[config.mk]
export PLATFORM = sky130hd
export DESIGN_NAME = rlc_lerp
export DESIGN_NICKNAME = d
export VERILOG_FILES = /design/src/rtl/rlc_pkg.sv /design/src/rtl/rlc_div_cell.sv /design/src/rtl/rlc_lerp.sv
export SDC_FILE = /design/constraint.sdc
export NUM_CORES = 2
export LEC_CHECK = 0
export BUFFER_PORTS_ARGS = -buffer_cell sky130_fd_sc_hd__buf_2
export CAP_MARGIN = 20
export CORE_ASPECT_RATIO = 1.5
export CORE_UTILIZATION = 64
export CTS_CLUSTER_DIAMETER = 100
export DETAILED_ROUTE_END_ITERATION = 12
export PLACE_DENSITY = 0.88
export SLEW_MARGIN = 25
export SYNTH_ARGS = -nofsm -noshare
export SYNTH_HDL_FRONTEND = slang
export SYNTH_SLANG_ARGS = --single-unit
[constraint.sdc]
create_clock -name i_clk -period 9 [get_ports i_clk]
set_input_delay 0.45 -clock i_clk [delete_from_list [all_inputs] [get_ports i_clk]]
set_output_delay 0.45 -clock i_clk [all_outputs]
set_load 0.005 [all_outputs]
[src/rtl/rlc_pkg.sv]
// Shared types and constants for the rectangle line clipper.
package rlc_pkg;

    localparam int CoordBits  = 12;
    localparam int NumBits    = CoordBits + 1;
    localparam int ProdBits   = 2 * NumBits;
    localparam int DivBits    = 2 * NumBits + 1;
    localparam int QuoBits    = NumBits;
    localparam int CfgIdxBits = 3;

    localparam logic [CfgIdxBits-1:0] RegXMin = 3'd0;
    localparam logic [CfgIdxBits-1:0] RegXMax = 3'd1;
    localparam logic [CfgIdxBits-1:0] RegYMin = 3'd2;
    localparam logic [CfgIdxBits-1:0] RegYMax = 3'd3;

    typedef logic signed [CoordBits-1:0] t_coord;
    typedef logic signed [NumBits-1:0]   t_num;

    typedef struct packed {
        t_coord start_x;
        t_coord start_y;
        t_coord end_x;
        t_coord end_y;
    } t_seg;

    typedef struct packed {
        logic   visible;
        t_coord leave_x;
        t_coord leave_y;
        t_coord enter_x;
        t_coord enter_y;
    } t_res;

    typedef struct packed {
        logic vld;
        logic rej;
        t_seg seg;
        t_num en_n;
        t_num en_d;
        t_num lv_n;
        t_num lv_d;
    } t_clip;

    typedef struct packed {
        logic [DivBits-1:0] rem;
        logic [NumBits-1:0] dn;
        logic [QuoBits-1:0] q;
        logic               neg;
    } t_div;

endpackage

[src/rtl/rlc_div_cell.sv]
// One restoring-division step: settles one quotient bit.
module rlc_div_cell #(
    parameter int Shift = 0
) (
    input  logic          i_clk,
    input  rlc_pkg::t_div i_div,
    output rlc_pkg::t_div o_div
);
    import rlc_pkg::*;

    t_div r_div, n_div;
    logic [DivBits-1:0] sub;

    always_comb begin
        sub   = DivBits'(i_div.dn) << Shift;
        n_div = i_div;
        if (i_div.rem >= sub) begin
            n_div.rem      = i_div.rem - sub;
            n_div.q[Shift] = 1'b1;
        end
    end

    always_ff @(posedge i_clk) begin
        r_div <= n_div;
    end

    assign o_div = r_div;

endmodule

[src/rtl/rlc_lerp.sv]
// Point on a segment at a rational parameter, truncated toward zero.
module rlc_lerp (
    input  logic            i_clk,
    input  rlc_pkg::t_coord i_a,
    input  rlc_pkg::t_coord i_b,
    input  rlc_pkg::t_num   i_n,
    input  rlc_pkg::t_num   i_dn,
    output rlc_pkg::t_coord o_val
);
    import rlc_pkg::*;

    logic signed [CoordBits+NumBits-1:0] r_p1;
    logic signed [ProdBits-1:0]          r_p2;
    logic [NumBits-1:0]                  r_dn;
    t_num                                diff;
    logic signed [DivBits-1:0]           num;
    t_div                                r_div0;
    t_div                                chain [QuoBits+1];
    logic [QuoBits-1:0]                  qs;

    assign diff = t_num'(i_b) - t_num'(i_a);

    always_ff @(posedge i_clk) begin
        r_p1 <= i_a * i_dn;
        r_p2 <= i_n * diff;
        r_dn <= i_dn;
    end

    assign num = DivBits'(r_p1) + DivBits'(r_p2);

    always_ff @(posedge i_clk) begin
        r_div0.neg <= num[DivBits-1];
        r_div0.rem <= num[DivBits-1] ? DivBits'(-num) : DivBits'(num);
        r_div0.dn  <= r_dn;
        r_div0.q   <= '0;
    end

    assign chain[0] = r_div0;

    for (genvar s = 0; s < QuoBits; s++) begin : g_div
        rlc_div_cell #(.Shift(QuoBits - 1 - s)) u_cell (
            .i_clk(i_clk),
            .i_div(chain[s]),
            .o_div(chain[s+1])
        );
    end

    assign qs    = chain[QuoBits].neg ? -chain[QuoBits].q : chain[QuoBits].q;
    assign o_val = qs[CoordBits-1:0];

endmodule

; Yosys cells after proc, flatten, opt, wreduce, memory -nomap -nowiden
; Index checks and enable logic that the tools add are counted.
[op_classes]
addsub = 16
mul = 2
magnitude_cmp = 13
n_mux = 14
[ops]
columns = op, n
row1 = two-way mux 27 bit, 12
row2 = adder 25 x 26 -> 27 bit, 1
row3 = greater-or-equal comparator 27 x 13 -> 1 bit, 1
row4 = greater-or-equal comparator 27 x 14 -> 1 bit, 1
row5 = greater-or-equal comparator 27 x 15 -> 1 bit, 1
row6 = greater-or-equal comparator 27 x 16 -> 1 bit, 1
row7 = greater-or-equal comparator 27 x 17 -> 1 bit, 1
row8 = greater-or-equal comparator 27 x 18 -> 1 bit, 1
row9 = greater-or-equal comparator 27 x 19 -> 1 bit, 1
row10 = greater-or-equal comparator 27 x 20 -> 1 bit, 1
row11 = greater-or-equal comparator 27 x 21 -> 1 bit, 1
row12 = greater-or-equal comparator 27 x 22 -> 1 bit, 1
row13 = greater-or-equal comparator 27 x 23 -> 1 bit, 1
row14 = greater-or-equal comparator 27 x 24 -> 1 bit, 1
row15 = greater-or-equal comparator 27 x 25 -> 1 bit, 1
row16 = negation 27 bit, 1
row17 = subtractor 27 x 14 -> 27 bit, 1
row18 = subtractor 27 x 15 -> 27 bit, 1
row19 = subtractor 27 x 16 -> 27 bit, 1
row20 = subtractor 27 x 17 -> 27 bit, 1
row21 = subtractor 27 x 18 -> 27 bit, 1
row22 = subtractor 27 x 19 -> 27 bit, 1
row23 = subtractor 27 x 20 -> 27 bit, 1
row24 = subtractor 27 x 21 -> 27 bit, 1
row25 = 10 further kinds, 10
[totals]
reg_bits = 676
output_inout_bits = 12
elab_cells = 112

; Logic depth before layout (Yosys ltp)
[depth]
ltp_word = 3
mapped_depth = 36
depth_no_buf = 34

; Modules after synthesis
; From an unflattened synthesis, not the netlist that was laid out.
[hier_totals]
hier_cells = 4620
area_unflattened_um2 = 45533.7
[by_module_without_submodules]
columns = mod, instances, cells_each, area_per_inst_um2, seq_area_each_um2
row1 = rlc_lerp, 1, 1837, 16856.2, 2102.0
row2 = rlc_div_cell at g_div[8].u_cell, 1, 232, 2326.0, 1081.0
row3 = rlc_div_cell at g_div[10].u_cell, 1, 234, 2297.2, 1081.0
row4 = rlc_div_cell at g_div[9].u_cell, 1, 230, 2293.4, 1081.0
row5 = rlc_div_cell at g_div[11].u_cell, 1, 231, 2287.2, 1081.0
row6 = rlc_div_cell at g_div[7].u_cell, 1, 221, 2282.2, 1081.0
row7 = rlc_div_cell at g_div[12].u_cell, 1, 223, 2230.9, 1081.0
row8 = rlc_div_cell at g_div[6].u_cell, 1, 222, 2229.6, 1081.0
row9 = rlc_div_cell at g_div[2].u_cell, 1, 208, 2188.3, 1081.0
row10 = rlc_div_cell at g_div[5].u_cell, 1, 208, 2165.8, 1081.0
row11 = rlc_div_cell at g_div[4].u_cell, 1, 187, 2119.5, 1081.0
row12 = rlc_div_cell at g_div[3].u_cell, 1, 204, 2094.5, 1081.0
row13 = rlc_div_cell at g_div[0].u_cell, 1, 191, 2092.0, 1081.0
row14 = rlc_div_cell at g_div[1].u_cell, 1, 192, 2070.7, 1081.0

; Worst setup path before layout
; Ideal clock, no wire load.
[synth_path]
kind = input -> register
start = input port i_a[1]
end = register r_p2[25]
arrival_time_ps = 7771
path_slack_ps = 1157
stages = 34
cell_sequence = clkbuf_1 -> inv_1 -> ha_1 -> nor2b_1 -> o21ai_0 -> a21boi_0 -> o21ai_0 -> a21boi_0 -> o21ai_0 -> a21boi_0 -> o21ai_0 -> nor2b_1 -> xnor2_1 -> clkbuf_1 -> nand2_1 -> fa_1 -> fa_1 -> inv_1 -> fa_1 -> fa_1 -> fa_1 -> inv_1 -> fa_1 -> inv_1 -> ha_1 -> and2_1 -> o21ai_0 -> o31ai_1 -> o211a_1 -> o31ai_1 -> a21boi_0 -> o21a_1 -> nor2_1 -> xnor2_1
[synth_between]
elab_chain_len = 2
[synth_lines]
columns = element, line
row1 = start: declaration, rlc_lerp.sv:4  ; input rlc_pkg::t_coord i_a,
row2 = subtractor 12 x 12 -> 13 bit, rlc_lerp.sv:21  ; assign diff = t_num'(i_b) - t_num'(i_a);
row3 = multiplier 13 x 13 -> 26 bit, rlc_lerp.sv:25  ; r_p2 <= i_n * diff;
row4 = end signal: assignment, rlc_lerp.sv:25
row5 = end: declaration, rlc_lerp.sv:13  ; logic signed [ProdBits-1:0] r_p2;
; Every way passes these cells.
; A chain may end at the register's enable or synchronous reset.

; Worst setup path after layout
[layout_path]
start = input port i_a[2]
end = register r_p2[25]
; The elaborated chain is that of the path after synthesis.

==> qor.csv <==
metric,value,unit
wl_per_cell,18.2,um
worstMarginPinSlew,0.970,ns
overflow,0,
fmax,126,MHz
cts.sinks,676,
crit_path_end_kind,register,
vias_per_cell,5.76,
clockBufferDepth,3,
ys_warn_count,0,
syn2layout_area_growth,8.09,%
grt_max_degree,31,
first_pass_iters,8,
ys_seq_area_share,34.1,%
status,completed,
max_stage_delay,0.55,ns
slowest_stage,fa_1,
post-route-drc-count,0,
htreeDepth,2,
final.setup_skew,0.0670,ns
cts_resized,0,
gp_congestion,0.934,
cp_common_cell,fa_1,
grt_first_pass_wirelength,149000,um
finalCritPeriodShare,88.3,%
ys_seq_elements,676,
antenna_found_initial,1,
r2r_start,r_p1[0],
slew-limit-headroom,35.1,%
dieHeight,307,um
synth_most_common_cell,dfxtp_1,
drive_gt1_share,5.70,%
holdCritStartpoint,i_dn[1],
start_util,64.9,%
crit_fanout,14,
route.final.wire_length,92400,um
dp_slack,0.569,ns
cp.arrival,8.40,ns
syn_area,39700,um2
worst_slack,1.06,ns
cts_setup_buffers,0,
slew_violations,0,
fin_crit,7.94,ns
synthesis.nets,4895,
finalHoldViolCount,0,
drt-initial-drc-count,1626,
grt.total_usage,30.1,%
numCtsBuffers,57,
setup_viol,0,
maxCapViolCount,0,
insertion_delay,0.63,ns
grt_pass1_vias,31200,
synth_top_area_share,34.1,%
worstSetupStartpoint,i_a[2],
path_class,primary input to register,
rsz0062_at_grt,false,
synthArstFlopShare,0,%
clk_pin_slew_worst_paths,0.07,ns
dp_hpwl,72400,um
ant_nets,0,
io_buffers,62,
cts_tree,done,
holdBufCountCts,0,
synthFlopType,dfxtp_1,
synth_edf_count,0,
yosysTopAreaCell,dfxtp_1,
antenna_cells,0,
vias,29200,
fillers,4259,
core_area,61200,um2
setup-tns-final,0,ns
postSynthCellCount,4191,
start_kind,primary input,
yosysUniqueCellTypes,90,
row_count,111,
die_area,63100,um2
synth_common_cells,"dfxtp_1 (676), inv_1 (617), nand2_1 (383)",
cts-root-buf,clkbuf_16,
cp.required,9.45,ns
hp-class,primary input to register,
syn_avg_cell_area,9.48,um2
nNetsFinal,4936,
io_pins,63,
yosys-top-cells-area,"dfxtp_1 (34%), fa_1 (16%), ha_1 (10%)",
dieWidth,205,um
## layout make-up
cell class	instances	area (um2)	share of cell area, %
clock buffers	72	1580	3.69
repair buffers	80	445	1.04
flip-flops and latches	676	13500	31.5
inverters	619	2320	5.41
multi-input cells	2798	23500	54.7
well taps	791	990	2.30
clock inverters	33	557	1.30
## stage by stage
step,instance area (um2),utilization [%],hold slack (ns),std cells
final,42900,70.1,0.108,5069
after global routing,42900,70.1,0.0909,5069
after CTS,42900,70.1,0.0867,5069
after detailed placement,40800,66.6,0.312,4964
after global placement,40800,66.6,0.310,4964
after floorplan,39700,-,0.310,4191
## logic make-up after synthesis
logic type	after synthesis	synth area share (%)
fa+ha+maj	653	26.7
xor+xnor	276	6.08
mux	43	1.17
buf+inv	717	6.87
compound gates	655	10.5
simple gates	1171	14.6
flops	676	34.1
## cells in the final DEF, fill, tap and decap left out, drive strengths merged, types with 14 or more instances in the layout
cell / netlist / routed
dfxtp: 676 / 676
inv: 619 / 623
nand2: 383 / 383
ha: 329 / 329
fa: 324 / 324
nor2: 246 / 246
xnor2: 182 / 182
o21ai: 182 / 182
a21oi: 173 / 173
and2: 123 / 123
xor2: 94 / 94
buf: 15 / 80
clkbuf: 83 / 72
nor2b: 61 / 61
nand2b: 59 / 59
nor3: 54 / 54
a21boi: 54 / 54
a21o: 53 / 53
nand3: 48 / 48
nor4: 47 / 47
o31ai: 46 / 46
or3: 34 / 34
nand4: 30 / 30
o21a: 29 / 29
mux2: 29 / 29
a211oi: 18 / 18
o41ai: 15 / 15
mux2i: 14 / 14
or2: 14 / 14
## state kept, by name, indices dropped and copies added (netlist names)
signal / flops
chain: 41
g_div.u_cell.o_div: 571
r_p1: 25
r_dn: 13
r_p2: 26
## metal layers
| metal | GRT usage [%] | share of wire (%) | vias up |
|---|---|---|---|
| li1 | - | - | 13800 |
| met1 | 25.8 | 31 | 14100 |
| met2 | 59.2 | 55 | 906 |
| met3 | 3.60 | 3.6 | 452 |
| met4 | 26.3 | 9.7 | 2 |
| met5 | 0 | 0.014 | - |
## path summary, 6_finish.rpt
| path | slack (ns) | cells after the start | end |
|---|---|---|---|
| max | 1.06 | 33 | r_p2[25] |
| min | 0.11 | 1 | r_dn[1] |
| max reg2reg | 4.69 | 14 | chain[753] |
| min reg2reg | 0.29 | 0 | g_div[8].u_cell.o_div[22] |
## critical path, delay by kind of cell
family / cells / cell delay [ns]
adder cells (fa/ha/maj): 8 / 3.56
XOR/XNOR: 1 / 0.07
AO/OA/AOI/OAI: 15 / 3.11
buffers and inverters: 5 / 0.46
AND/OR/NAND/NOR: 4 / 0.71
Power is not shown: default switching activity piles up to over one toggle a cycle in this logic, so the estimate is an artifact.
