$ cat config.mk
export PLATFORM = sky130hd
export DESIGN_NAME = rlc_edge_cell
export DESIGN_NICKNAME = d
export VERILOG_FILES = /design/src/rtl/rlc_pkg.sv /design/src/rtl/rlc_edge_cell.sv
export SDC_FILE = /design/constraint.sdc
export NUM_CORES = 1
export LEC_CHECK = 0
export ABC_CLOCK_PERIOD_IN_PS = 42400
export BUFFER_PORTS_ARGS = -buffer_cell sky130_fd_sc_hd__buf_4
export CAP_MARGIN = 20
export CORE_MARGIN = 3
export CORE_UTILIZATION = 55
export CTS_BUF_LIST = sky130_fd_sc_hd__clkbuf_8
export CTS_CLUSTER_DIAMETER = 30
export DETAILED_ROUTE_END_ITERATION = 16
export GPL_TIMING_DRIVEN = 0
export PLACE_DENSITY = 0.77
export SYNTH_ARGS = -nofsm -noshare
export SYNTH_HDL_FRONTEND = slang
export SYNTH_SLANG_ARGS = --single-unit
$ cat constraint.sdc
create_clock -name i_clk -period 42.4 [get_ports i_clk]
set_input_delay 8.48 -clock i_clk [delete_from_list [all_inputs] [get_ports i_clk]]
set_output_delay 8.48 -clock i_clk [all_outputs]
set_load 0.03 [all_outputs]
$ cat src/rtl/rlc_pkg.sv
// Shared types and constants for the rectangle line clipper.
package rlc_pkg;

    localparam int CoordBits  = 12;
    localparam int NumBits    = CoordBits + 1;
    localparam int ProdBits   = 2 * NumBits;
    localparam int DivBits    = 2 * NumBits + 1;
    localparam int QuoBits    = NumBits;
    localparam int CfgIdxBits = 3;

    localparam logic [CfgIdxBits-1:0] RegXMin = 3'd0;
    localparam logic [CfgIdxBits-1:0] RegXMax = 3'd1;
    localparam logic [CfgIdxBits-1:0] RegYMin = 3'd2;
    localparam logic [CfgIdxBits-1:0] RegYMax = 3'd3;

    typedef logic signed [CoordBits-1:0] t_coord;
    typedef logic signed [NumBits-1:0]   t_num;

    typedef struct packed {
        t_coord start_x;
        t_coord start_y;
        t_coord end_x;
        t_coord end_y;
    } t_seg;

    typedef struct packed {
        logic   visible;
        t_coord leave_x;
        t_coord leave_y;
        t_coord enter_x;
        t_coord enter_y;
    } t_res;

    typedef struct packed {
        logic vld;
        logic rej;
        t_seg seg;
        t_num en_n;
        t_num en_d;
        t_num lv_n;
        t_num lv_d;
    } t_clip;

    typedef struct packed {
        logic [DivBits-1:0] rem;
        logic [NumBits-1:0] dn;
        logic [QuoBits-1:0] q;
        logic               neg;
    } t_div;

endpackage

$ cat src/rtl/rlc_edge_cell.sv
// One window edge: tightens the entering or leaving bound of a segment, or rejects it.
module rlc_edge_cell #(
    parameter bit IsX  = 1'b0,
    parameter bit IsHi = 1'b0
) (
    input  logic           i_clk,
    input  logic           i_rst_n,
    input  rlc_pkg::t_coord i_edge,
    input  rlc_pkg::t_clip  i_clip,
    output rlc_pkg::t_clip  o_clip
);
    import rlc_pkg::*;

    t_clip r_clip, n_clip;
    logic  r_vld;
    t_num  p, q, d, e, tn, td, cur_n, cur_d;
    logic  pos, leaving, take;
    logic signed [ProdBits-1:0] lhs, rhs;

    always_comb begin
        p       = IsX ? t_num'(i_clip.seg.start_x) : t_num'(i_clip.seg.start_y);
        q       = IsX ? t_num'(i_clip.seg.end_x) : t_num'(i_clip.seg.end_y);
        e       = t_num'(i_edge);
        d       = q - p;
        pos     = !d[NumBits-1] && (d != '0);
        tn      = pos ? (e - p) : (p - e);
        td      = pos ? d : -d;
        leaving = IsHi ? pos : !pos;
        cur_n   = leaving ? i_clip.lv_n : i_clip.en_n;
        cur_d   = leaving ? i_clip.lv_d : i_clip.en_d;
        lhs     = tn * cur_d;
        rhs     = cur_n * td;
        take    = leaving ? (lhs < rhs) : (lhs > rhs);
        n_clip  = i_clip;
        if (d == '0) begin
            if (IsHi ? (p > e) : (p < e)) begin
                n_clip.rej = 1'b1;
            end
        end else if (take) begin
            if (leaving) begin
                n_clip.lv_n = tn;
                n_clip.lv_d = td;
            end else begin
                n_clip.en_n = tn;
                n_clip.en_d = td;
            end
        end
    end

    always_ff @(posedge i_clk) begin
        r_clip <= n_clip;
    end

    always_ff @(posedge i_clk) begin
        if (!i_rst_n) begin
            r_vld <= 1'b0;
        end else begin
            r_vld <= i_clip.vld;
        end
    end

    always_comb begin
        o_clip     = r_clip;
        o_clip.vld = r_vld;
    end

endmodule

After elaboration in Yosys (flattened, before gate mapping) --
Index checks and enable logic that the tools add are counted.
Storage, ports and cells: word-level logic and storage cells 34, output and inout bits 102, input port bits 116, register bits 102
Operators by class: $lt $le $gt $ge 3, multiplexer cells 11, reduce and logical (&&, ||, !) cells 4, add/sub/neg operators 4, $mul 2
Operator list (count):
- 2-to-1 mux 52 bit | 2
- multiplier 13 x 13 -> 26 bit | 2
- 2-to-1 mux 13 bit | 4
- 2-to-1 mux 26 bit | 2
- subtractor 12 x 12 -> 13 bit | 3
- greater-than comparator 26 bit | 1
- less-than comparator 26 bit | 1
- logical NOT 13 bit | 1
- negation 13 bit | 1
- nonzero test 13 bit | 1
- less-than comparator 12 bit | 1
- 2-to-1 mux 1 bit | 3
- logical AND 1 bit | 1
- logical NOT 1 bit | 1

Depth between registers and ports, before layout --
Gate-level depths: netlist (run 1).
depth in word-level cells 9, gate-level depth with buffers 47

Worst setup path before layout (run 1) --
OpenSTA, ideal clock, no wires.
path type input to register, start in i_clip[52] in the netlist's numbering, end reg r_clip (netlist bit o_clip[12]), path slack 23162 ps, library setup time 121 ps, stages on the path 43, arrival time 19117 ps, data required time 42279 ps, cells stage by stage inv_1 > ha_1 > fa_1 > ha_1 > nor4bb_1 > a211oi_1 > a211o_1 > or4_4 > a2111o_1 > nand2_1 > buf_4 > buf_2 > mux2i_1 > nor2_1 > fa_1 > inv_1 > fa_1 > inv_1 > [... 7 more ...] > inv_1 > o21ai_0 > a2111o_1 > a41oi_1 > o32a_1 > a21oi_1 > o21a_1 > nor2_1 > xnor2_1 > ha_1 > or4_1 > a221o_1 > o22ai_1 > nand4b_1 > o22a_1 > nor2_1 > clkbuf_1 > mux2_2
RTL lines:
- from (decl) | line rlc_edge_cell.sv:9 | input rlc_pkg::t_clip i_clip,
- to (signal assigned) | line rlc_edge_cell.sv:51 | r_clip <= n_clip;
- to (decl) | line rlc_edge_cell.sv:14 | t_clip r_clip, n_clip;

==> results.md, run 1 <==
Routing:
- The total detailed-routing wirelength is 76.14 mm.
- The detailed router's first-iteration violation count is about 1800.
- The routed wirelength normalized by instance count is approximately 26 microns.
- For this run, design rule violations remaining after detail routing come to 0.
- The first-pass iteration count of the detailed router is 8.
- After detailed routing, the number of vias per cell comes to 6.374.
- The overall via count from detail_route is approximately 19000.
- The detail route stage leaves a number of antenna-violating nets equal to 0.

Timing:
- Setup repair after global routing left no endpoint under its margin.
- The slew at the pin closest to its max-slew limit is 1156 ps.
- Summed over all failing endpoints, the final setup total negative slack is 0 ps.
- The maximum operating frequency is ~46 MHz.
- The number of failing setup endpoints in the final timing report is 0.
- The final number of max-transition violations is 0.
- The portion of the clock cycle consumed by the worst path in the final layout is between 50% and 60%.
- Measured against its own limit, the worst slew margin works out to between 20% and 30%.
- The minimum clock period after layout is between 20000 and 25000 ps.
- The number of endpoints with negative hold slack in the final report is 0.

Setup path:
- For this run, the slowest stage of the critical path takes 900 ps.
- The worst setup path is captured at a flip-flop.
- The maximum fanout along the worst path is 10.
- Data on the critical path arrives at its endpoint at about 22000 ps.
- Data on the critical path is required at its endpoint by about 43000 ps.
- The cell type of the slowest stage on the worst timing path is sky130_fd_sc_hd__nor4_1.
- The classification of the worst setup path is primary input to flip-flop.
- The most numerous cell type found on the critical path is sky130_fd_sc_hd__fa_1.
- The worst setup path endpoint is o_clip[6].
- The critical path startpoint category is a primary input.
- The worst setup path startpoint is i_clip[76].

Floorplanning:
- In this run the horizontal extent of the chip is roughly 200 microns.
- The die boundary height is about 200 microns.
- The initial standard-cell utilization of the core is approximately 57%.
- The top-level I/O count is around 220.
- The die covers 0.03951 sq mm.
- Row generation in the floorplan step produced between 60 and 70 rows.
- The total core area is between 0.03 and 0.04 sq mm.

Final layout:
- The layout has between 3000 and 4000 filler cells.
- The share of cells above drive strength 1 is between 10% and 20%.
- Relative to the synthesized area, the layout overhead comes to 11.31%.
- At the end of the flow, the number of nets in the layout was 3108.

Clocking:
- The clock sink count is between 100 and 150.
- The H-tree level count is 3.
- Clock tree synthesis selected as its root buffer the cell sky130_fd_sc_hd__clkbuf_8.
- After clock tree synthesis, the clock-pin slew on the worst setup and hold paths is 120 ps.
- The longest clock path from root to sink contains 2 buffers.
- The quantity of hold-fixing buffers added after cts is 0.
- The number of CTS-inserted buffers is 9.
- The number of cells upsized or downsized after cts is 0.
- The CTS tree is built.
- After clock tree synthesis, the setup repair step added 0 buffers.

Synth:
- The most used flip-flop cell after synthesis is sky130_fd_sc_hd__dfxtp_1.
- The number of nets handed over by synthesis was 2894.
- The number of flip-flops and latches in the synthesized netlist is a little over 100.
- The sequential element share of the synthesized area is under 10%.
- Of all flip-flops after synthesis, the portion carrying an async set or reset was 0%.
- After synthesis, the largest family of logic cells by area is adder cells.
- The post-synthesis cell count is ~2300.
- Summing the areas of all compound-gate instances in the mapped netlist gives between 10% and 20% of the synthesized area.
- The synthesized design spends more area on one cell type than any other, namely sky130_fd_sc_hd__fa_1.
- Of the total synthesized cell area, the portion taken by AND, OR, NAND and NOR gates is a little under an eighth.
- In this run the cell area of the synthesized design comes to 0.02044 sq mm.
- The number of enable-type register cells in the synthesized netlist is 0.
- The portion of synthesized area spent on multiplexers is under 10%.
- The average cell area after synthesis is between 9 and 10 sq um.
- Summed over its instances, the top area cell type makes up 32.03% of the synthesized netlist area.
- The count of cell types in the netlist is 69.
- By area the synthesized netlist is led by sky130_fd_sc_hd__fa_1 32%, sky130_fd_sc_hd__ha_1 12%, sky130_fd_sc_hd__dfxtp_1 10%.
- The xor and xnor fraction of the mapped netlist area is under 10%.
- The number of warning messages in the yosys log is 0.
- The area share of fa/ha/maj cells after synthesis is about 44%.

Global route:
- The overall track demand over capacity in global routing is about two fifths.
- Entering global routing, the biggest net connects 22 pins.
- The initial antenna violation count is 4.
- The global-route wire length before repair is between 100 and 150 mm.
- The via count of the first global-routing pass is between 15000 and 20000.
- The total overflow left after global routing is 0.

Place:
- The placed wire-length estimate is 63.79 mm.
- At the end of routability-driven placement, the weighted congestion stood at ~1.1.
- Input and output buffers added on the ports amount to between 200 and 250.

Min path:
- The type of the worst min-delay path is primary input to flip-flop.
- The worst hold path begins at i_clip[91].

Run:
- The number of max-capacitance violations reported is 0.

Outcome:
- The run finished with clean final reports.
## through the flow
step | cells | hold WS, ps | cell area, sq um | setup WS, ps | util, %
after floorplan | 2253 | 8508 | 20440 | 23160 | -
after global placement | 2916 | 8586 | 22530 | 20790 | 62.43
after detailed placement | 2917 | 8586 | 22530 | 20600 | 62.44
after CTS | 2933 | 8172 | 22740 | 20960 | 63.01
after global routing | 2934 | 8160 | 22740 | 20060 | 63.02
final | 2936 | 8184 | 22750 | 20510 | 63.03
## registers in the layout (all words and copies together) (netlist names)
register	flops
o_clip	101
r_vld	1
## cells by family (layout without fill, tap and decap cells)
| group | Yosys count | in the layout |
|---|---|---|
| other cells | 0 | 3 |
| xor+xnor | 89 | 89 |
| fa+ha+maj | 525 | 525 |
| compound gates | 481 | 481 |
| simple gates | 490 | 490 |
| mux | 88 | 88 |
| flops | 102 | 102 |
| buf+inv | 478 | 697 |
## worst min-delay path by stage
stage | end | slack, ps | depth (start not counted)
final | o_clip[91] | 8180 | 1
after floorplan | o_clip[52] | 8510 | 0
after global routing | o_clip[75] | 8160 | 1
after detailed placement | o_clip[91] | 8590 | 1
after CTS | o_clip[91] | 8170 | 1
after global placement | o_clip[72] | 8590 | 1
## layout by cell type (no fill, tap or decap), types with 54 or more instances in the layout
cell type,synthesis,layout
sky130_fd_sc_hd__a22o_1,63,63
sky130_fd_sc_hd__a21oi_1,80,80
sky130_fd_sc_hd__xnor2_1,59,59
sky130_fd_sc_hd__fa_1,327,327
sky130_fd_sc_hd__a32oi_1,54,54
sky130_fd_sc_hd__ha_1,198,198
sky130_fd_sc_hd__dfxtp_1,102,102
sky130_fd_sc_hd__clkbuf_1,98,98
sky130_fd_sc_hd__inv_1,344,344
sky130_fd_sc_hd__buf_4,5,207
sky130_fd_sc_hd__nand2_1,132,132
sky130_fd_sc_hd__nor2_1,146,146
## critical path, delay by kind of cell
family / cells / cell delay [ps]
adders and majority gates: 11 / 4530
buffers and inverters: 9 / 1640
AOI/OAI and AO/OA: 11 / 3320
muxes: 2 / 1180
and+or+nand+nor: 9 / 2890
xor gates and xnor gates: 1 / 100
## synthesized netlist by cell type, types with 5 or more instances
cell                         n
sky130_fd_sc_hd__inv_1     344
sky130_fd_sc_hd__fa_1      327
sky130_fd_sc_hd__ha_1      198
sky130_fd_sc_hd__nor2_1    146
sky130_fd_sc_hd__nand2_1   132
sky130_fd_sc_hd__dfxtp_1   102
sky130_fd_sc_hd__clkbuf_1   98
sky130_fd_sc_hd__a21oi_1    80
sky130_fd_sc_hd__a22o_1     63
sky130_fd_sc_hd__xnor2_1    59
sky130_fd_sc_hd__a32oi_1    54
sky130_fd_sc_hd__mux2_2     49
sky130_fd_sc_hd__o21ai_0    49
sky130_fd_sc_hd__a31oi_1    46
sky130_fd_sc_hd__nand3_1    41
sky130_fd_sc_hd__mux2i_1    39
sky130_fd_sc_hd__nand2b_1   39
sky130_fd_sc_hd__a21o_1     35
sky130_fd_sc_hd__a22oi_1    33
sky130_fd_sc_hd__nor3_1     31
sky130_fd_sc_hd__xor2_1     30
sky130_fd_sc_hd__and2_1     26
sky130_fd_sc_hd__buf_2      23
sky130_fd_sc_hd__o21a_1     18
sky130_fd_sc_hd__o31ai_1    18
sky130_fd_sc_hd__and3_1     16
sky130_fd_sc_hd__a32o_1     14
sky130_fd_sc_hd__nor2b_1    14
sky130_fd_sc_hd__o21bai_1   12
sky130_fd_sc_hd__or2_2      11
sky130_fd_sc_hd__buf_1       7
sky130_fd_sc_hd__or3_1       7
sky130_fd_sc_hd__nand4_1     6
sky130_fd_sc_hd__o211ai_1    6
sky130_fd_sc_hd__a211oi_1    5
sky130_fd_sc_hd__buf_4       5
## per-layer routing
layer | share of wire (%) | wire length (microns) | global-route usage (%)
met1 | 38 | 29020 | 50.98
met2 | 42 | 32110 | 57.72
met3 | 13 | 9954 | 12.67
met4 | 6.6 | 5045 | 20.30
met5 | 0.020 | 15 | 0
## cell type report
class / count / area (sq um) / area share [%]
Timing Repair Buffer: 203 / 1521 / 6.689
Sequential cell: 102 / 2042 / 8.977
Tap cell: 461 / 576.8 / 2.536
Clock buffer: 9 / 123.9 / 0.5446
Inverter: 345 / 1295 / 5.693
Clock inverter: 7 / 81.33 / 0.3575
Buffer: 133 / 546.8 / 2.404
Antenna cell: 3 / 7.507 / 0.03300
Multi-Input combinational cell: 1673 / 16550 / 72.77
Power of run 1 is left out: the tool's default activity adds up to more than one toggle a clock period on the data nets, which glitch-free logic cannot reach.
==> run 2, diff against run 1 <==
--- a/config.mk
+++ b/config.mk
@@ -5,7 +5,8 @@
 export SDC_FILE = /design/constraint.sdc
 export NUM_CORES = 1
 export LEC_CHECK = 0
-export ABC_CLOCK_PERIOD_IN_PS = 42400
+export ABC_AREA = 1
+export ABC_CLOCK_PERIOD_IN_PS = 17770
 export BUFFER_PORTS_ARGS = -buffer_cell sky130_fd_sc_hd__buf_4
 export CAP_MARGIN = 20
 export CORE_MARGIN = 3
@@ -14,7 +15,7 @@
 export CTS_CLUSTER_DIAMETER = 30
 export DETAILED_ROUTE_END_ITERATION = 16
 export GPL_TIMING_DRIVEN = 0
-export PLACE_DENSITY = 0.77
+export PLACE_DENSITY = 0.81
 export SYNTH_ARGS = -nofsm -noshare
 export SYNTH_HDL_FRONTEND = slang
 export SYNTH_SLANG_ARGS = --single-unit
==> constraint.sdc (replaced) <==
create_clock -name i_clk -period 17.77 [get_ports i_clk]
set_input_delay 3.554 -clock i_clk [delete_from_list [all_inputs] [get_ports i_clk]]
set_output_delay 3.554 -clock i_clk [all_outputs]
set_load 0.03 [all_outputs]
==> run 2 against run 1 <==
- synthesized cell count is 5.1% higher
- cell count is 3.6% higher
- clock-buffer cell count stayed put
- utilization is 0.74 points higher
- critical path depth is 12 higher
- flip-flop and latch count stayed put
- die area is 8.2% lower
==> results.md, run 2 <==
Synth:
- The main combinational cell family by area after synthesis is adder cells.
- The most common cell in the synthesized netlist is sky130_fd_sc_hd__nand2_1.
- After Yosys synthesis, full adders, half adders and majority gates account for 48.24% of the synthesized area.
- The cell area after technology mapping is 0.01871 sq mm.
- The post-synthesis mux area share is 0%.
- The synthesized design contains 0 enable-type register cells.
- The simple logic cell fraction of the synthesized area is roughly 19%.
- The synthesized netlist devotes about 3.9% of its cell area to XOR and XNOR gates.
- The fraction of post-synthesis cell area in the top cell type by area is roughly a third.
- Counting every instance in the synthesized netlist gives around 2400.
- The count of cell types in the netlist is 40.
- A synthesized cell averages slightly below 8 sq um.
- The fraction of the mapped netlist area in compound gates is between 6 and 7%.
- Sequential cells were found to cover approximately 11% of the synthesized design area.
- The number of warning messages in the yosys log is 0.
- The cell accounting for the most synthesized area is sky130_fd_sc_hd__fa_1.
- The most used flip-flop cell after synthesis is sky130_fd_sc_hd__dfxtp_1.
- The synthesized netlist net count is approximately 3000.
- By count the netlist is led by 534 x sky130_fd_sc_hd__nand2_1, 492 x sky130_fd_sc_hd__inv_1, 327 x sky130_fd_sc_hd__fa_1, 234 x sky130_fd_sc_hd__nor2_1, 198 x sky130_fd_sc_hd__ha_1.
- The share of synthesized flip-flops with an asynchronous set or reset is 0%.
- In the post-synthesis netlist, the biggest area contributors are sky130_fd_sc_hd__fa_1 35%, sky130_fd_sc_hd__ha_1 13%, sky130_fd_sc_hd__dfxtp_1 11%.
- The number of flip-flops and latches in the synthesized netlist is 102.

Timing:
- The portion of the clock cycle consumed by the worst path in the final layout is roughly 84%.
- For the finished layout, the period the worst path requires is around 15000 ps.
- Derived from the worst setup path, the maximum achievable clock frequency is 67.00 MHz.
- The final number of max-transition violations is 0.
- The slew at the pin closest to its max-slew limit is ~1100 ps.
- The number of endpoints with negative hold slack in the final report is 0.
- Setup repair after global routing left no endpoint under its margin.
- Measured against its own limit, the worst slew margin works out to 23.12%.
- The number of failing setup endpoints in the final timing report is 0.
- Setup total negative slack on the finished layout was measured at 0 ps.

Floorplanning:
- The initial standard-cell utilization of the core is a little under three fifths.
- The total core area is about 0.033 sq mm.
- In this run the count of I/O pins placed on the die edge is between 200 and 250.
- The die boundary height is about 190 microns.
- The floorplan step set the die width to 190.4 microns.
- The floorplan has between 60 and 70 rows.
- The floorplan step defined a die boundary enclosing 0.03626 sq mm.

Final layout:
- After routing the design area is 0.02107 sq mm.
- The filler cells instantiated in the layout total 2909.
- In the final layout, the multi-input gates occupy approximately 0.014 sq mm.
- Cells with a size suffix above 1 make up around an eighth of the layout.
- The library cells used most frequently in the layout, excluding fill and tap cells, are 534 x sky130_fd_sc_hd__nand2_1, 492 x sky130_fd_sc_hd__inv_1, 327 x sky130_fd_sc_hd__fa_1.
- Relative to the synthesized area, the layout overhead comes to 12.62%.
- The net total in the final layout is 3236.
- The number of flip-flops under the largest register name is roughly 100.
- The most common library cell in the layout ignoring fill and taps is sky130_fd_sc_hd__nand2_1.
- Excluding fillers, the count of instances in the completed layout stands at between 3000 and 4000.
- The sequential cells in the finished layout cover a total of around 0.002 sq mm.

Place:
- During placement, the flow inserted port buffers numbering 217.
- Routability-driven placement finished with a final weighted congestion of 0.9785.
- The placed wire-length estimate is a little over 50 mm.
- The total instance count after detailed placement is slightly above 3000.
- The area after detailed placement is 0.02089 sq mm.

Routing:
- The count of antenna-violating nets left after detailed routing is 0.
- After detailed routing, the number of remaining DRC violations is 0.
- Summed over all layers, the routed wires come to approximately 59 mm.
- The pre-antenna-repair detailed-routing pass consisted of 6 iterations.
- After detailed routing, the average wire length per cell comes to approximately 19 microns.
- Across all layers, the routed design uses ~17000 vias.
- In the routed layout, each cell is associated on average with a via count of ~5.5.
- The detailed router's first-iteration violation count is 1455.

Clocking:
- The CTS tree is built.
- The H-tree level count is 3.
- The library cell used as clock root buffer is sky130_fd_sc_hd__clkbuf_8.
- In this run, post-CTS repair resized a total of 0 instances.
- The longest clock path from root to sink contains 2 buffers.
- Buffers inserted to repair hold after CTS numbered 0.
- After clock tree synthesis, the clock-pin slew on the worst setup and hold paths is ~110 ps.
- The number of CTS-inserted buffers is 9.
- The number of setup buffers added after CTS is 0.
- For this design, the sink count on the clock tree is about 100.

Global route:
- The first global-routing pass estimated roughly 94 mm of wire.
- The maximum number of pins on one net before global-route repair is 19.
- The overall track demand over capacity in global routing is between 30% and 40%.
- Global routing finished with a remaining overflow of 0.
- The via count of the first global-routing pass is ~17000.
- The initial antenna violation count is 1.

Run:
- The number of max-capacitance violations reported is 0.

Setup path:
- The worst setup path startpoint is i_clip[76].
- The cell type of the slowest stage on the worst timing path is sky130_fd_sc_hd__fa_1.
- For this run, the slowest stage of the critical path takes approximately 620 ps.
- The required time at the endpoint of the critical path is about 18000 ps.
- Among the stages of the critical path, the cell type that occurs most often is sky130_fd_sc_hd__nand2_1.
- The kind of end point of the critical path is a flip-flop.
- The most critical setup path has its endpoint at o_clip[44].
- The maximum fanout along the worst path is 10.
- The critical path startpoint category is a primary input.
- At the worst endpoint, the arrival time is around 15000 ps.
- The critical path is of the primary input to flip-flop type.

Min path:
- The type of the worst min-delay path is primary input to flip-flop.

Outcome:
- The flow ran to the end, and the final reports show no timing, DRC or antenna violations.
-- run 2: cell count changes in the layout (fill, tap and decap cells not counted), sizes merged, moves of 54 or more --
| cell | before | now |
|---|---|---|
| a22o | 63 | 0 |
| a32oi | 54 | 0 |
| clkbuf | 107 | 21 |
| inv | 348 | 517 |
| nand2 | 132 | 552 |
| nor2 | 150 | 235 |
-- run 2: worst max-delay path: cells and delay by family --
family | cells | cell delay [ps]
simple gates | 28 | 4520
fa+ha+maj | 10 | 4120
buf+inv | 15 | 2520
compound gates | 1 | 160
xor+xnor | 1 | 270
-- run 2: per-stage QoR --
stage | worst slack (ps) | hold WS [ps] | utilization (%)
global placement | 2953 | 3658 | 63.23
global route | 2196 | 3243 | 63.78
finish | 2845 | 3265 | 63.78
floorplan | 5783 | 3582 | -
CTS | 3187 | 3246 | 63.77
detailed placement | 2826 | 3660 | 63.23
-- run 2: per-layer routing --
metal / wire [microns] / GRT usage (%) / vias up
li1: - / - / 7574
met1: 23520 / 44.03 / 8198
met2: 27860 / 56.41 / 900
met3: 5373 / 5.882 / 167
met4: 2452 / 12.00 / 0
met5: 0 / 0 / -
-- run 2: cells by family after synthesis --
group | count (synthesis)
simple gates | 899
fa+ha+maj | 525
buf+inv | 558
flops | 102
compound gates | 200
xor+xnor | 83
-- run 2: layout make-up --
class,instances,area share [%]
diodes,1,0.01188
plain buffers,42,1.099
clock buffers,9,0.5880
clock inverters,6,0.2495
inverters,516,9.194
multi-input cells,1707,68.81
flip-flops and latches,102,9.693
well taps,442,2.625
repair buffers,217,7.733
-- run 2: worst min-delay path by stage --
stage / from / to / depth (start not counted)
after global placement: i_clip[73] / o_clip[73] / 1
after CTS: i_clip[72] / o_clip[72] / 1
final: i_clip[96] / o_clip[96] / 1
after global routing: i_clip[96] / o_clip[96] / 1
after detailed placement: i_clip[95] / o_clip[95] / 1
after floorplan: i_clip[52] / o_clip[52] / 0
Power of run 2 is left out for the same reason.
==> run 3, diff against run 2 <==
--- a/config.mk
+++ b/config.mk
@@ -6,7 +6,7 @@
 export NUM_CORES = 1
 export LEC_CHECK = 0
 export ABC_AREA = 1
-export ABC_CLOCK_PERIOD_IN_PS = 17770
+export ABC_CLOCK_PERIOD_IN_PS = 13870
 export BUFFER_PORTS_ARGS = -buffer_cell sky130_fd_sc_hd__buf_4
 export CAP_MARGIN = 20
 export CORE_MARGIN = 3
@@ -15,7 +15,7 @@
 export CTS_CLUSTER_DIAMETER = 30
 export DETAILED_ROUTE_END_ITERATION = 16
 export GPL_TIMING_DRIVEN = 0
-export PLACE_DENSITY = 0.81
+export PLACE_DENSITY = 0.78
 export SYNTH_ARGS = -nofsm -noshare
 export SYNTH_HDL_FRONTEND = slang
 export SYNTH_SLANG_ARGS = --single-unit
==> constraint.sdc (replaced) <==
create_clock -name i_clk -period 13.87 [get_ports i_clk]
set_input_delay 2.774 -clock i_clk [delete_from_list [all_inputs] [get_ports i_clk]]
set_output_delay 2.774 -clock i_clk [all_outputs]
set_load 0.03 [all_outputs]
==> run 3 against run 2 <==
- flip-flop and latch count is the same
- global-route usage shrank 0.21 points
- cell area grew 0.28%
- sequential share of layout area is essentially flat
- hold slack lost 780 ps
- setup slack lost 2100 ps
- first-iteration DRC count shrank 19%
- largest cell class unchanged
- via count shrank 2.6%
==> results.md, run 3 (same netlist as run 2, synthesis figures left out) <==
Floorplanning:
- The total core area is 0.03303 sq mm.
- ~220 I/O pins were placed.
- The floorplan step defined a die boundary enclosing 0.03626 sq mm.
- The floorplan step set the die width to 190.4 microns.
- Measured along the y axis, the die boundary spans 190.4 microns.
- The initialized floorplan defines 66 standard-cell rows.
- The initial utilization of the core area, before any placement, comes to a little under three fifths.

Timing:
- Timing would allow up to roughly 76 MHz.
- Setup violations remaining at the end of the flow were counted as 0.
- Subtracting the final worst setup slack from the clock period gives between 10000 and 15000 ps.
- The slew at the pin closest to its max-slew limit is between 1000 and 1500 ps.
- The worst path uses 94.95% of the clock period.
- The headroom to the max-slew limit is 31.81%.
- The number of endpoints with negative hold slack in the final report is 0.
- The final number of max-transition violations is 0.
- The final worst slack is 700.5 ps.

Routing:
- The final route contains between 15000 and 20000 vias.
- The first detailed-routing pass ran for 6 iterations.
- The first routing iteration left about 1200 violations.
- The count of antenna-violating nets left after detailed routing is 0.
- The total detailed-routing wirelength is ~58 mm.
- Using the TritonRoute via totals, the vias-per-cell ratio works out to ~5.4.
- The post-detailed-route DRC marker count is 0.
- The routed wirelength normalized by instance count is between 15 and 20 microns.

Clocking:
- After clock tree synthesis, the clock-pin slew on the worst setup and hold paths is between 100 and 150 ps.
- The clock sink count is 102.
- The maximum clock insertion buffer count is 2.
- The quantity of hold-fixing buffers added after cts is 0.
- Buffers inserted during clock tree synthesis total 9.
- TritonCTS built the clock tree.
- The H-tree level count is 3.
- The library cell used as clock root buffer is sky130_fd_sc_hd__clkbuf_8.

Min path:
- The type of the worst min-delay path is primary input to flip-flop.
- In this run the most critical hold path is launched from i_clip[98].

Outcome:
- The run finished with clean final reports.

Global route:
- The initial antenna violation count is 1.
- Global routing finished with a remaining overflow of 0.
- The via count of the first global-routing pass is between 15000 and 20000.
- The global-route wire length before repair is ~94 mm.
- The overall track demand over capacity in global routing is 33.39%.
- Entering global routing, the biggest net connects 19 pins.

Run:
- The tool flagged a number of max-cap violations equal to 0.

Setup path:
- The critical path startpoint category is a primary input.
- The most frequent cell on the critical path is sky130_fd_sc_hd__nand2_1.
- The required time at the endpoint of the critical path is around 14000 ps.
- The worst setup path is of the primary input to flip-flop kind.
- The worst setup path is captured at a flip-flop.
- The stage delay of the slowest cell on the critical path is 810 ps.
- The family with the most delay on the worst path is adder cells.
- In this run the worst setup path begins at i_clip[76].
- Counting both buffers and inverters, the worst setup path holds a total of 9.
- In this run the worst path has a maximum fanout of 10.
- The data arrival time of the worst path is around 13000 ps.
- The cell type of the slowest stage on the worst timing path is sky130_fd_sc_hd__o21ai_0.

Place:
- Input and output buffers added on the ports amount to around 220.
- After legalization and detailed placement, the total HPWL measured between 50 and 60 mm.
- Routability-driven placement finished with a final weighted congestion of around 1.0.
- Timing analysis after detailed placement gives a worst setup slack of -65.34 ps.

Final layout:
- The most common library cell in the layout ignoring fill and taps is sky130_fd_sc_hd__nand2_1.
- The fill cell total of the finished layout is about 2900.
- The top cell types in the final layout, fill and taps aside, are 534 x sky130_fd_sc_hd__nand2_1, 492 x sky130_fd_sc_hd__inv_1, 327 x sky130_fd_sc_hd__fa_1.
- Cells with a size suffix above 1 make up about an eighth of the layout.
- The net count of the finished layout is 3239.
- The layout overhead on the synthesized area is 12.94%.
- The register with the most flip-flops in the layout has 101 of them.
[run 3: layout make-up]
cell class	instances	area (sq um)	share of cell area, %
antenna	1	2.502	0.01184
buffer	42	232.7	1.102
clock buffer	9	123.9	0.5863
clock inverter	6	77.57	0.3672
inverter	516	1937	9.168
multi-input combinational	1707	14510	68.66
sequential	102	2042	9.665
tap	442	553.0	2.618
timing repair buffer	220	1652	7.818
[run 3: worst paths after layout]
kind	end	cells past startpoint
setup / recovery	o_clip[34]	45
hold / removal	o_clip[98]	1
[run 3: what timing repair did]
item | in CTS | in global routing
setup endpoints to repair | 0 | 52
buffers inserted | 0 | 3
endpoints found under the hold margin | 0 | 0
resized for setup | 0 | 4
[run 3: per-layer routing]
metal / GRT usage, % / vias up / wire [microns]
met2: 54.73 / 813 / 26500
met3: 7.261 / 165 / 5947
met5: 0 / - / 0
met4: 14.82 / 0 / 3063
met1: 42.74 / 7843 / 22610
li1: - / 7583 / -
[run 3: per-stage QoR]
| step | setup TNS (ps) | hold WS (ps) | util (%) | instance area, sq um | instances |
|---|---|---|---|---|---|
| 5_1_grt | -0.004441 | 2459 | 63.96 | 21130 | 3045 |
| 3_5_place_dp | -222.9 | 2880 | 63.23 | 20890 | 3026 |
| 4_1_cts | 0 | 2465 | 63.84 | 21090 | 3041 |
| 2_1_floorplan | 0 | 2802 | - | 18710 | 2367 |
| 3_3_place_gp | 0 | 2879 | 63.23 | 20890 | 3026 |
| 6_report | 0 | 2484 | 63.96 | 21130 | 3045 |
Power of run 3 is left out for the same reason.
